**src/rtl/core/mpow_pkg.sv**
```systemverilog
// mpow_pkg: shared constants and types for the modular_power block.
// No dependencies.
package mpow_pkg;

   localparam int WORD_WIDTH = 16;
   localparam int CNT_W      = $clog2(WORD_WIDTH);

   localparam logic [WORD_WIDTH-1:0] MODULUS_RESET = WORD_WIDTH'(43 * 67);

   // request to the bit-serial modular multiplier
   typedef struct packed {
      logic                  start;
      logic [WORD_WIDTH-1:0] a;
      logic [WORD_WIDTH-1:0] b;
   } mm_req_type;

   // answer from the bit-serial modular multiplier
   typedef struct packed {
      logic                  done;
      logic [WORD_WIDTH-1:0] prod;
   } mm_rsp_type;

endpackage

```
**src/rtl/core/mpow_mulmod.sv**
```systemverilog
// mpow_mulmod: bit-serial modular multiplier, a * b mod m, one multiplier bit per cycle.
// Requires a < m. Depends on mpow_pkg.
module mpow_mulmod import mpow_pkg::*; (
   input  logic                  clock,
   input  logic                  reset,
   input  logic [WORD_WIDTH-1:0] modulus,
   input  mm_req_type            req,
   output mm_rsp_type            rsp
);

   logic                  busy_ff, busy_in;
   logic                  done_ff, done_in;
   logic [CNT_W-1:0]      cnt_ff, cnt_in;
   logic [WORD_WIDTH-1:0] acc_ff, acc_in;
   logic [WORD_WIDTH-1:0] a_ff, a_in;
   logic [WORD_WIDTH-1:0] b_ff, b_in;

   logic [WORD_WIDTH:0]   dbl, dbl_red, sum, sum_red;
   logic [WORD_WIDTH:0]   m_ext;

   // acc = 2*acc (+ a) mod m, both partial values stay below 2*m
   always_comb begin
      m_ext   = {1'b0, modulus};
      dbl     = {acc_ff, 1'b0};
      dbl_red = (dbl >= m_ext) ? dbl - m_ext : dbl;
      sum     = dbl_red + (b_ff[WORD_WIDTH-1] ? {1'b0, a_ff} : '0);
      sum_red = (sum >= m_ext) ? sum - m_ext : sum;
   end

   always_comb begin
      busy_in = busy_ff;
      done_in = 1'b0;
      cnt_in  = cnt_ff;
      acc_in  = acc_ff;
      a_in    = a_ff;
      b_in    = b_ff;
      if (busy_ff) begin
         acc_in = sum_red[WORD_WIDTH-1:0];
         b_in   = {b_ff[WORD_WIDTH-2:0], 1'b0};
         if (cnt_ff == '0) begin
            busy_in = 1'b0;
            done_in = 1'b1;
         end else begin
            cnt_in = cnt_ff - 1'b1;
         end
      end else if (req.start) begin
         busy_in = 1'b1;
         cnt_in  = CNT_W'(WORD_WIDTH - 1);
         acc_in  = '0;
         a_in    = req.a;
         b_in    = req.b;
      end
   end

   always_ff @(posedge clock) begin
      if (reset) begin
         busy_ff <= 1'b0;
         done_ff <= 1'b0;
         cnt_ff  <= '0;
      end else begin
         busy_ff <= busy_in;
         done_ff <= done_in;
         cnt_ff  <= cnt_in;
      end
      acc_ff <= acc_in;
      a_ff   <= a_in;
      b_ff   <= b_in;
   end

   assign rsp.done = done_ff;
   assign rsp.prod = acc_ff;

endmodule

```
**src/rtl/core/mpow_seq.sv**
```systemverilog
// mpow_seq: square-and-multiply sequencer over the exponent bits, MSB first.
// Drives mpow_mulmod for base reduction, squares and multiplies. Depends on mpow_pkg.
module mpow_seq import mpow_pkg::*; (
   input  logic                  clock,
   input  logic                  reset,
   input  logic [WORD_WIDTH-1:0] modulus,
   input  logic                  start,
   input  logic [WORD_WIDTH-1:0] base,
   input  logic [WORD_WIDTH-1:0] exponent,
   output logic                  idle,
   output logic                  res_valid,
   output logic [WORD_WIDTH-1:0] res_data,
   input  logic                  res_ack,
   output mm_req_type            mm_req,
   input  mm_rsp_type            mm_rsp
);

   typedef enum logic [2:0] {
      ST_IDLE,
      ST_REDUCE,
      ST_SQUARE,
      ST_MULT,
      ST_DONE
   } state_type;

   state_type             state_ff, state_in;
   logic [WORD_WIDTH-1:0] exp_ff, exp_in;
   logic [WORD_WIDTH-1:0] base_ff, base_in;
   logic [WORD_WIDTH-1:0] acc_ff, acc_in;
   logic [CNT_W-1:0]      cnt_ff, cnt_in;
   logic                  degenerate;

   assign degenerate = (modulus <= WORD_WIDTH'(1)) || (base == '0) || (exponent == '0);

   always_comb begin
      state_in = state_ff;
      exp_in   = exp_ff;
      base_in  = base_ff;
      acc_in   = acc_ff;
      cnt_in   = cnt_ff;
      mm_req   = '0;
      case (state_ff)
         ST_IDLE: begin
            if (start) begin
               exp_in = exponent;
               cnt_in = CNT_W'(WORD_WIDTH - 1);
               acc_in = WORD_WIDTH'(1);
               if (degenerate) begin
                  acc_in   = '0;
                  state_in = ST_DONE;
               end else begin
                  mm_req.start = 1'b1;
                  mm_req.a     = WORD_WIDTH'(1);
                  mm_req.b     = base;
                  state_in     = ST_REDUCE;
               end
            end
         end
         ST_REDUCE: begin
            if (mm_rsp.done) begin
               base_in      = mm_rsp.prod;
               mm_req.start = 1'b1;
               mm_req.a     = acc_ff;
               mm_req.b     = acc_ff;
               state_in     = ST_SQUARE;
            end
         end
         ST_SQUARE, ST_MULT: begin
            if (mm_rsp.done) begin
               acc_in = mm_rsp.prod;
               if (state_ff == ST_SQUARE && exp_ff[WORD_WIDTH-1]) begin
                  mm_req.start = 1'b1;
                  mm_req.a     = mm_rsp.prod;
                  mm_req.b     = base_ff;
                  state_in     = ST_MULT;
               end else if (cnt_ff == '0) begin
                  state_in = ST_DONE;
               end else begin
                  cnt_in       = cnt_ff - 1'b1;
                  exp_in       = {exp_ff[WORD_WIDTH-2:0], 1'b0};
                  mm_req.start = 1'b1;
                  mm_req.a     = mm_rsp.prod;
                  mm_req.b     = mm_rsp.prod;
                  state_in     = ST_SQUARE;
               end
            end
         end
         ST_DONE: begin
            if (res_ack) begin
               state_in = ST_IDLE;
            end
         end
         default: begin
            state_in = ST_IDLE;
         end
      endcase
   end

   always_ff @(posedge clock) begin
      if (reset) begin
         state_ff <= ST_IDLE;
      end else begin
         state_ff <= state_in;
      end
      exp_ff  <= exp_in;
      base_ff <= base_in;
      acc_ff  <= acc_in;
      cnt_ff  <= cnt_in;
   end

   assign idle      = (state_ff == ST_IDLE);
   assign res_valid = (state_ff == ST_DONE);
   assign res_data  = acc_ff;

endmodule

```
**src/rtl/core/modular_power.sv**
```systemverilog
// modular_power: base^exponent mod modulus by bit-serial square-and-multiply.
// The result is 0 by rule when modulus <= 1, base is 0 or exponent is 0; then no multiply runs.
// All modular multiplies run in the shared bit-serial multiplier; one item at a time.
// A new item is taken once the last one has left the sequencer, also while its result waits in the output register.
// Synchronous active-high reset; modulus register resets to 2881.
// Depends on mpow_pkg, mpow_mulmod, mpow_seq.
module modular_power import mpow_pkg::*; (
   input  logic                    clock,
   input  logic                    reset,
   input  logic                    req_tvalid,
   output logic                    req_tready,
   input  logic [2*WORD_WIDTH-1:0] req_tdata,   // base, exponent
   output logic                    rsp_tvalid,
   input  logic                    rsp_tready,
   output logic [WORD_WIDTH-1:0]   rsp_tdata,   // power_mod
   input  logic                    csr_we,
   input  logic [WORD_WIDTH-1:0]   csr_wdata    // modulus
);

   logic [WORD_WIDTH-1:0] modulus_ff, modulus_in;
   logic                  rsp_valid_ff, rsp_valid_in;
   logic [WORD_WIDTH-1:0] rsp_data_ff, rsp_data_in;

   logic                  seq_idle;
   logic                  res_valid;
   logic [WORD_WIDTH-1:0] res_data;
   logic                  res_ack;
   mm_req_type            mm_req;
   mm_rsp_type            mm_rsp;

   mpow_seq u_seq (
      .clock     (clock),
      .reset     (reset),
      .modulus   (modulus_ff),
      .start     (req_tvalid & req_tready),
      .base      (req_tdata[WORD_WIDTH-1:0]),
      .exponent  (req_tdata[2*WORD_WIDTH-1:WORD_WIDTH]),
      .idle      (seq_idle),
      .res_valid (res_valid),
      .res_data  (res_data),
      .res_ack   (res_ack),
      .mm_req    (mm_req),
      .mm_rsp    (mm_rsp)
   );

   mpow_mulmod u_mulmod (
      .clock   (clock),
      .reset   (reset),
      .modulus (modulus_ff),
      .req     (mm_req),
      .rsp     (mm_rsp)
   );

   assign res_ack = res_valid && (!rsp_valid_ff || rsp_tready);

   always_comb begin
      modulus_in   = csr_we ? csr_wdata : modulus_ff;
      rsp_valid_in = rsp_valid_ff;
      rsp_data_in  = rsp_data_ff;
      if (rsp_valid_ff && rsp_tready) begin
         rsp_valid_in = 1'b0;
      end
      if (res_ack) begin
         rsp_valid_in = 1'b1;
         rsp_data_in  = res_data;
      end
   end

   always_ff @(posedge clock) begin
      if (reset) begin
         modulus_ff   <= MODULUS_RESET;
         rsp_valid_ff <= 1'b0;
      end else begin
         modulus_ff   <= modulus_in;
         rsp_valid_ff <= rsp_valid_in;
      end
      rsp_data_ff <= rsp_data_in;
   end

   assign req_tready = seq_idle;
   assign rsp_tvalid = rsp_valid_ff;
   assign rsp_tdata  = rsp_data_ff;

endmodule

```
**config.mk**
```make
export PLATFORM = sky130hd
export DESIGN_NAME = modular_power
export DESIGN_NICKNAME = d
export VERILOG_FILES = /design/src/rtl/core/mpow_pkg.sv /design/src/rtl/core/mpow_mulmod.sv /design/src/rtl/core/mpow_seq.sv /design/src/rtl/core/modular_power.sv
export SDC_FILE = /design/constraint.sdc
export NUM_CORES = 1
export LEC_CHECK = 0
export BUFFER_PORTS_ARGS = -buffer_cell sky130_fd_sc_hd__buf_2
export CORE_ASPECT_RATIO = 0.5
export CORE_MARGIN = 2
export CORE_UTILIZATION = 30
export CTS_CLUSTER_SIZE = 25
export DETAILED_ROUTE_END_ITERATION = 6
export PLACE_DENSITY = 0.58
export SETUP_SLACK_MARGIN = 0.05
export SKIP_CTS_REPAIR_TIMING = 1
export SLEW_MARGIN = 20
export SYNTH_ARGS = -nofsm -noshare
export SYNTH_HDL_FRONTEND = slang
export SYNTH_HIERARCHICAL = 1
export SYNTH_SLANG_ARGS = --single-unit
```
**constraint.sdc**
```tcl
create_clock -name clock -period 12.6 [get_ports clock]
set_clock_uncertainty 0.2 [all_clocks]
set_input_delay 1.89 -clock clock [delete_from_list [all_inputs] [get_ports clock]]
set_output_delay 1.89 -clock clock [all_outputs]
set_load 0.1 [all_outputs]
```
==> impl_metrics.toml <==
[setup_path]
worst-r2r-setup-slack_ns = 5.39
crit_slowest_cell = "sky130_fd_sc_hd__nor3_4"
worst_r2r_endpoint = "u_mulmod/acc_ff[2]$_SDFFCE_PN0P_"
worst-r2r-cell-count = 22
cp_data_arrival_time_ns = 7.13
crit_path_max_incr_delay_ns = 0.74
cp_cell_sequence = "ha_1, nor2b_1, o2111ai_1, nand2_1, a2111oi_4, nor2_1, buf_4, mux2_2, inv_1, fa_1, nand2b_1, o221ai_1, a21oi_1, xnor2_1, ha_1, a211oi_1, o211ai_1, a311oi_2, o211ai_1, a211o_1, nor3_4, mux2i_1"
critical_path_required_ns = 12.53
timing_worst_setup_path_type = "register to register"
max_fo_critical_path = 25
cp_top_family = "compound AO/OA/AOI/OAI gates"
critical_path_buf_inv_count = 2
timing.critical_path.from_type = "register"
kind_of_capture_point_of_the_worst_setup_path = "register"
critical_path.reg2reg.startpoint = "u_mulmod/acc_ff[0]$_SDFFCE_PN0P_"

[run_status]
outcome = "complete, no violations"

[synthesis]
synth_top_family_by_area = "compound AO/OA/AOI/OAI gates"
synth_compound_gate_area_share_pct = 16.94
ys_types = 76
synth_seq_area_share_pct = 45.14
post_synth_fa_ha_maj_area_fraction_pct = 7.890
postSynth.topFlopCell = "sky130_fd_sc_hd__edfxtp_1"
ys_warn_count = 6
yosys.area_share.simple_pct = 15.05
ys_ff_latch = 142
avgSynthCellArea_um2 = 10.35
synth-xor-area-share_pct = 4.058
synth-async-reset-ratio_pct = 0
share_of_synthesized_area_spent_on_multiplexers_pct = 5.486
synth-edff-count = 115
mappedNetlistNets = 962
netlist_instances = 855
netlist_area_before_placement_mm2 = 0.008848

[route]
detail_route.first_pass.iterations = 7
first_iter_violations = 603
drc = 0
viasPerCell = 5.136
routed-via-count = 6769
wire_length_per_cell_after_detailed_routing_um = 16.60
totalWireLength_um = 21880
final_antenna_net_count = 0

[placement]
dpl-instance-area_mm2 = 0.009538
placement.io_buffers = 70
detailed_placer_s_ending_hpwl_um = 16280
gp_congestion = 0.8551

[floorplanning]
initial_utilization_pct = 30.50
die_width_um = 246.9
ios = 71
die_h_um = 125.4
std_cell_rows = 44
die-area_mm2 = 0.03097
core_box_area_mm2 = 0.02901

[sta]
final_period_minus_worst_setup_slack_ns = 7.205
grt_setup_unrepaired = "false"
hold_violations = 0
setup_viol = 0
max_slew_margin_pct = 30.89
crit_share_post_route_pct = 57.18
tightestPinTransition_ns = 1.035
timing_max_transition_violations_final = 0
finalSetupTns_ns = 0
fmaxAchievable_mhz = 138.8

[run]
timing.max_cap.violations = 0

[clock_tree]
clock_latency_ns = 0.42
cts_buffers = 17
ctsRootBufferMaster = "sky130_fd_sc_hd__clkbuf_16"
cts.path.max_buffers = 2
post_cts_clock_slew_at_the_launch_and_capture_registers_of_the_worst_setup_and_hold_paths_ns = 0.06
tritoncts = "done"
cts.sinks = 142
htree_num_levels = 4

[min_path]
timing.hold.worst.class = "register to register"
timing.hold.worst_endpoint = "rsp_tdata[4]$_DFFE_PP_"
hp-start = "u_seq/res_data[4]$_SDFFCE_PP0P_"
number_of_cells_traversed_by_the_worst_hold_path = 0

[global_route]
antenna_violations_before_repair = 0
grt_start_max_net_pins = 53
grt_pass1_vias = 6593
grt-ovfl-total = 0
track_usage_pct = 14.22
global_route_wire_length_before_repair_um = 34890

[final_layout]
design.final.nets = 1021
stdcell_area_mm2 = 0.01007
syn_to_final_growth_pct = 13.80
layout-drive-gt1-share_pct = 16.29
insertedDiodeCount = 0
==> cells in the mapped netlist, drive strengths merged, types with 8 or more instances <==
cell / instances / share of area, %
edfxtp: 115 / 39
buf: 15 / 1.4
inv: 73 / 3.1
clkbuf: 20 / 0.86
a211oi: 9 / 0.91
nor2b: 10 / 0.71
and3: 8 / 0.57
o21a: 10 / 0.85
ha: 51 / 7.2
and2: 22 / 1.6
a21oi: 45 / 2.5
a22o: 15 / 1.5
o22ai: 16 / 1.1
mux2i: 26 / 2.9
a21o: 9 / 0.76
o221ai: 17 / 2.2
nand3: 12 / 0.74
xnor2: 28 / 2.8
nor2: 48 / 2.0
o21ai: 33 / 1.9
nor3: 29 / 1.9
dfxtp: 27 / 6.1
xor2: 13 / 1.3
nor4: 14 / 0.99
mux2: 20 / 2.5
nand2: 82 / 3.5
==> state kept, by name, indices dropped and copies added (netlist names) <==
name	count
modulus_ff	16
rsp_tdata	16
u_mulmod/a_ff	16
u_mulmod/acc_ff	16
u_mulmod/b_ff	16
u_seq/base_ff	16
u_seq/exp_ff	16
u_seq/res_data	16
u_mulmod/cnt_ff	4
u_seq/cnt_ff	4
u_seq/state_ff	3
rsp_tvalid	1
u_mulmod/busy_ff	1
u_mulmod/done_ff	1
==> final cells by class <==
type                            count  area (um^2)
Tap cell                          391        489.2
Inverter                           74        279.0
Multi-Input combinational cell    604         4395
Clock inverter                      8        72.57
Timing Repair Buffer               75        387.9
Clock buffer                       24        451.7
Sequential cell                   142         3994
Fill cell                        2893        18940
==> layout by cell type (no fill, tap or decap), drive strengths merged, types with 8 or more instances in the layout <==
| cell type | instances |
|---|---|
| mux2 | 20 |
| nor2b | 10 |
| xor2 | 13 |
| a22o | 15 |
| clkbuf | 24 |
| xnor2 | 28 |
| a211oi | 9 |
| buf | 75 |
| inv | 73 |
| nand2 | 82 |
| nor2 | 48 |
| nor3 | 29 |
| o21a | 10 |
| dfxtp | 27 |
| mux2i | 26 |
| a21oi | 45 |
| a21o | 9 |
| ha | 51 |
| nand3 | 12 |
| nor4 | 14 |
| edfxtp | 115 |
| and2 | 22 |
| and3 | 8 |
| o22ai | 16 |
| o21ai | 33 |
| o221ai | 17 |
==> worst max path at each step <==
stage          slack (ns)                                 to                              start  cells after the start
2_1_floorplan        6.62  u_mulmod/acc_ff[10]$_SDFFCE_PN0P_   u_mulmod/acc_ff[4]$_SDFFCE_PN0P_                     26
3_3_place_gp         5.74   u_mulmod/acc_ff[0]$_SDFFCE_PN0P_   u_mulmod/acc_ff[0]$_SDFFCE_PN0P_                     22
3_5_place_dp         5.52   u_mulmod/acc_ff[2]$_SDFFCE_PN0P_   u_mulmod/acc_ff[0]$_SDFFCE_PN0P_                     22
4_1_cts              5.47   u_mulmod/acc_ff[2]$_SDFFCE_PN0P_   u_mulmod/acc_ff[0]$_SDFFCE_PN0P_                     22
5_1_grt              4.90   u_mulmod/acc_ff[7]$_SDFFCE_PN0P_  u_mulmod/acc_ff[13]$_SDFFCE_PN0P_                     23
6_report             5.39   u_mulmod/acc_ff[2]$_SDFFCE_PN0P_   u_mulmod/acc_ff[0]$_SDFFCE_PN0P_                     22
==> cell families (layout without fill, tap and decap cells) <==
logic type | after synthesis | after routing
and+or+nand+nor | 259 | 259
AOI/OAI and AO/OA | 204 | 204
DFF | 142 | 142
buffers and inverters | 109 | 181
adders and majority gates | 54 | 54
muxes | 46 | 46
xor gates and xnor gates | 41 | 41
==> metrics by stage <==
step | std cells | utilization (%) | setup slack [ns] | hold WS [ns]
3_5_place_dp | 1286 | 32.87 | 5.521 | 0.2525
3_3_place_gp | 1286 | 32.87 | 5.739 | 0.2368
2_1_floorplan | 855 | - | 6.622 | 0.2262
6_report | 1318 | 34.71 | 5.395 | 0.2576
5_1_grt | 1318 | 34.71 | 4.898 | 0.2766
4_1_cts | 1318 | 34.68 | 5.466 | 0.2679
==> per-layer routing <==
| metal | share of wire (%) | up-vias | wire, um | GRT usage (%) |
|---|---|---|---|---|
| met5 | 0 | - | 0 | 0 |
| met4 | 1.8 | 0 | 390 | 4.288 |
| met3 | 4.5 | 21 | 983 | 2.963 |
| met2 | 46 | 175 | 10070 | 22.89 |
| met1 | 48 | 3272 | 10430 | 19.20 |
| li1 | - | 3301 | - | - |
==> worst reg2reg max path, stage by stage, from the launching register on <==
cell and delay, ns:
sky130_fd_sc_hd__edfxtp_1 0.51, sky130_fd_sc_hd__ha_1 0.35, sky130_fd_sc_hd__nor2b_1 0.15, sky130_fd_sc_hd__o2111ai_1 0.27
sky130_fd_sc_hd__nand2_1 0.20, sky130_fd_sc_hd__a2111oi_4 0.50, sky130_fd_sc_hd__nor2_1 0.09, sky130_fd_sc_hd__buf_4 0.23
sky130_fd_sc_hd__mux2_2 0.26, sky130_fd_sc_hd__inv_1 0.05, sky130_fd_sc_hd__fa_1 0.45, sky130_fd_sc_hd__nand2b_1 0.17
sky130_fd_sc_hd__o221ai_1 0.20, sky130_fd_sc_hd__a21oi_1 0.14, sky130_fd_sc_hd__xnor2_1 0.26, sky130_fd_sc_hd__ha_1 0.34
sky130_fd_sc_hd__a211oi_1 0.29, sky130_fd_sc_hd__o211ai_1 0.21, sky130_fd_sc_hd__a311oi_2 0.53, sky130_fd_sc_hd__o211ai_1 0.21
sky130_fd_sc_hd__a211o_1 0.37, sky130_fd_sc_hd__nor3_4 0.74, sky130_fd_sc_hd__mux2i_1 0.20
Power is left out: the tool's default activity adds up to more than one toggle a clock period on the data nets, which glitch-free logic cannot reach.
